--- src/rtl/tsm_ram.sv ---
// tsm_ram: generic single-port-write, single-read ram with registered read
// no dependencies
module tsm_ram #(
    parameter int Width = 8,
    parameter int Depth = 16
) (
    input  logic                     clk,
    input  logic                     we,
    input  logic [$clog2(Depth)-1:0] waddr,
    input  logic [Width-1:0]         wdata,
    input  logic [$clog2(Depth)-1:0] raddr,
    output logic [Width-1:0]         rdata
);
    logic [Width-1:0] mem [Depth];

    always_ff @(posedge clk)
    begin
        if (we)
        begin
            mem[waddr] <= wdata;
        end
        rdata <= mem[raddr];
    end
endmodule

--- config.mk ---
export PLATFORM = sky130hd
export DESIGN_NAME = tsm_ram
export DESIGN_NICKNAME = d
export VERILOG_FILES = /design/src/rtl/tsm_ram.sv
export SDC_FILE = /design/constraint.sdc
export NUM_CORES = 1
export LEC_CHECK = 0
export BUFFER_PORTS_ARGS = -buffer_cell sky130_fd_sc_hd__buf_2
export CAP_MARGIN = 20
export CORE_MARGIN = 8
export CORE_UTILIZATION = 45
export DETAILED_ROUTE_END_ITERATION = 8
export SETUP_SLACK_MARGIN = 0.2
export SYNTH_ARGS = -nofsm -noshare
export SYNTH_HDL_FRONTEND = slang
export SYNTH_SLANG_ARGS = --single-unit
--- constraint.sdc ---
create_clock -name clk -period 1.8 [get_ports clk]
set_input_delay 0 -clock clk [delete_from_list [all_inputs] [get_ports clk]]
set_output_delay 0 -clock clk [all_outputs]
set_load 0.01 [all_outputs]
# Word level (Yosys, flattened, before mapping)
# Memory sizes are Yosys's and may differ from the RTL's. A register that Yosys moved wholly into a read port is not among the register bits.
# Cells that the tools add are included.
# word_totals
mem_bits_rw	128
word_cells	3
output_inout_bits	8
romBits	0
reg_bits	0
latch_bits	0
mem_count	1
# classes
bitwise_logic	0
multipliers	0
mux	2
n_reduce_logical	0
div_mod_pow	0
shifts	0
addsub	0
eq_ne	0
magnitude_cmp	0
# memory_table
memory	words	word_bits	read_ports	rd_clocked_by_memory_dff	wr	line_no	text
mem	16	8	1	1	1	14	logic [Width-1:0] mem [Depth];
# ops
operator	count
$mux 1	2

# Logic depth before layout (Yosys ltp)
# logic_depth
depth_word	2
depth_mapped	5

# Worst setup path after synthesis
# No wires, ideal clock.
# synth_timing
kind	in2reg
start	input port waddr[2]
end	memory mem[0][0], enable pin
n_path_buf	0
arrival_ps	1110
path_slack_ps	307
path_stages	2
setup_time_ps	383
required_time_ps	1417
path_cell_list	or3b_2 nor3_1
# synth_rtl
element	line_no	text
from (decl)	9	input logic [$clog2(Depth)-1:0] waddr,
to (decl)	14	
# Straight into the memory's write port.

==> results.yml <==
run_status:
  status: "complete, no violations"
critical_path:
  crit_type: "register to register"
  worst_path_max_delay_cell: "mux4_1"
  r2r_start: "mem[1][5]"
  worst_setup_path_end_kind: "register"
  reg2regPathDepth: 3
  crit_cells: 3
  cp_max_fo: 1
  r2r-end: "rdata[5]"
  path_buf_inv: 0
  crit_required_ps: 2080
  endpoint: "rdata[5]"
  cp_cell_sequence: "mux4_1, a22oi_1, nand2_1"
  reg2reg_slack_ps: 440
  cp_top_family: "multiplexers"
  cp.arrival_ps: 1640
  startpoint: "mem[1][5]"
  critical-path-max-stage-delay_ps: 530
  startpoint_type: "register"
synth:
  synth_cell_types: 19
  synthAdderAreaFrac: 0
  synth_compound_area_frac: 0.02333
  ys_ff_latch: 136
  ys_seq_area_frac: 0.7778
  synth-simple-area-share: 0.03184
  syn_inst: 229
  synth_warnings: 0
  synth_xor_area_frac: 0
  synth_top_family_by_area: "multiplexers"
  synthMuxAreaShare: 0.1502
  syn_area_um2: 5147
  syn_nets: 247
  syn_area_per_cell_um2: 22.48
clocking:
  cts_tree: "done"
  cts_sinks: 136
  clockBufferDepth: 2
  path_clk_slew_ps: 60
  cts.htree.levels: 4
  cts_buffers: 17
  clk_latency_ps: 410
  clock_tree.root_cell: "clkbuf_16"
  cts_setup_buffers: 0
detailed_routing:
  vias_per_cell: 5.435
  firstDrtPassIters: 4
  antenna_left: 0
  wire_per_inst_um: 21.28
  totalWireLength_um: 9598
  drc: 0
  drt_iter0_drc: 175
  num_vias: 2451
floorplan:
  rows: 39
  dieArea_um2: 15120
  dieHeight_um: 123.0
  die_w_um: 123.0
  initial_core_util: 0.4567
  core_area_um2: 11270
  io_pins: 26
finish:
  drive_above_1_share: 0.3149
  final_common_cell: "edfxtp_1"
  layout_common_cells: "edfxtp_1 (128), buf_2 (25), buf_4 (23)"
  n_antenna_cell: 0
  final_nets: 313
  synthToLayoutAreaGrowth_pct: 21.20
  n_fill_cell: 837
timing:
  final_hold_viol_count: 0
  fmax_ghz: 0.7330
  fin_tns_setup_ps: 0
  period_share: 0.7579
  worstMarginPinSlew_ps: 407.2
  fin_ws_ps: 435.8
  rsz0062_at_grt: "false"
  max_slew_margin: 0.7285
  drv_slew: 0
  period_minus_slack_ps: 1364
  finalSetupViolations: 0
  fin_skew_ps: 8.397
global_route:
  grt_pass1_vias: 2618
  grt-ovfl-total: 0
  grt_max_degree: 17
  antenna_found_initial: 0
  grt_usage: 0.1405
  grt_pass1_wl_um: 14880
power_and_ir_drop:
  p_leak_nw: 2.154
  peakVddDrop_mv: 0.6395
  power_density_nw_per_um2: 1174
place:
  dp_hpwl_um: 6447
  gp_congestion: 0.6840
  port_buffers: 25
  place_worst_setup_slack_ps: 322.8
job:
  max_cap_viol_count: 0
hold_path:
  hold_class: "input pin to register"
flip-flops by register name (all words and copies together), names as in the netlist:
name and cells:
rdata 8, mem 128
cell type report:
class	instances	area, um^2	area share
flip-flops and latches	136	4004	0.6418
multi-input cells	83	1057	0.1695
clock buffers	22	464.2	0.07441
repair buffers	57	407.9	0.06538
well taps	143	178.9	0.02868
clock inverters	10	126.4	0.02026
worst min-delay path by stage:
stage / start / depth (start not counted) / end
3_5_place_dp: wdata[0] / 1 / mem[7][0]
2_1_floorplan: wdata[0] / 0 / mem[0][0]
3_3_place_gp: wdata[5] / 1 / mem[3][5]
5_1_grt: wdata[2] / 1 / mem[5][2]
4_1_cts: wdata[2] / 1 / mem[3][2]
6_report: wdata[2] / 1 / mem[12][2]
metrics by stage:
| step | instance area [um^2] | utilization | instances | hold slack, ps | power (W) |
|---|---|---|---|---|---|
| after floorplan | 5147 | - | 229 | 98.87 | 0.003811 |
| after global placement | 5578 | 0.4948 | 412 | 387.5 | 0.003970 |
| after detailed placement | 5578 | 0.4948 | 412 | 397.2 | 0.003977 |
| after CTS | 6238 | 0.5534 | 451 | 8.790 | 0.007370 |
| after global routing | 6238 | 0.5534 | 451 | 13.52 | 0.007518 |
| final | 6238 | 0.5534 | 451 | 15.08 | 0.007321 |
cell usage after synthesis, drive strengths merged:
cell | n | area share
edfxtp | 128 | 0.75
mux4 | 32 | 0.15
a22oi | 16 | 0.023
nor2 | 13 | 0.0095
nand2 | 9 | 0.0066
dfxtp | 8 | 0.031
buf | 7 | 0.011
nor3 | 4 | 0.0039
clkdlybuf4s25 | 3 | 0.0058
nand2b | 2 | 0.0024
nand3b | 2 | 0.0029
and2 | 1 | 0.0012
and2b | 1 | 0.0015
nand3 | 1 | 0.00097
nor2b | 1 | 0.0012
or3b | 1 | 0.0017
logic make-up (layout without fill, tap and decap cells):
family	count (synthesis)	count (layout)
AOI/OAI and AO/OA	16	16
buffers and inverters	10	89
DFF	136	136
muxes	32	32
and+or+nand+nor	35	35
per-layer routing:
layer  track usage  routed length, um  vias up
met5             0                  0        -
met4       0.06169                154        0
met3       0.03607                406       14
met2        0.2311               4948       61
met1        0.1732               4087     1267
li1              -                  -     1109
where the power goes:
part | switching (W) | internal, W | total [W]
Clock | 0.00118 | 0.00223 | 0.00341
Sequential | 0.0000222 | 0.00354 | 0.00356
Combinational | 0.000188 | 0.000161 | 0.000348
worst register-to-register path, cell delays in order, from the launching register on:
cell and delay, ps:
edfxtp_1 360, mux4_1 530, a22oi_1 240, nand2_1 120
what timing repair did:
action	in CTS	in global routing
endpoints found under the hold margin	112	0
resized for setup	0	0
hold buffers	7	0
Power figures use the tool's default switching activity.
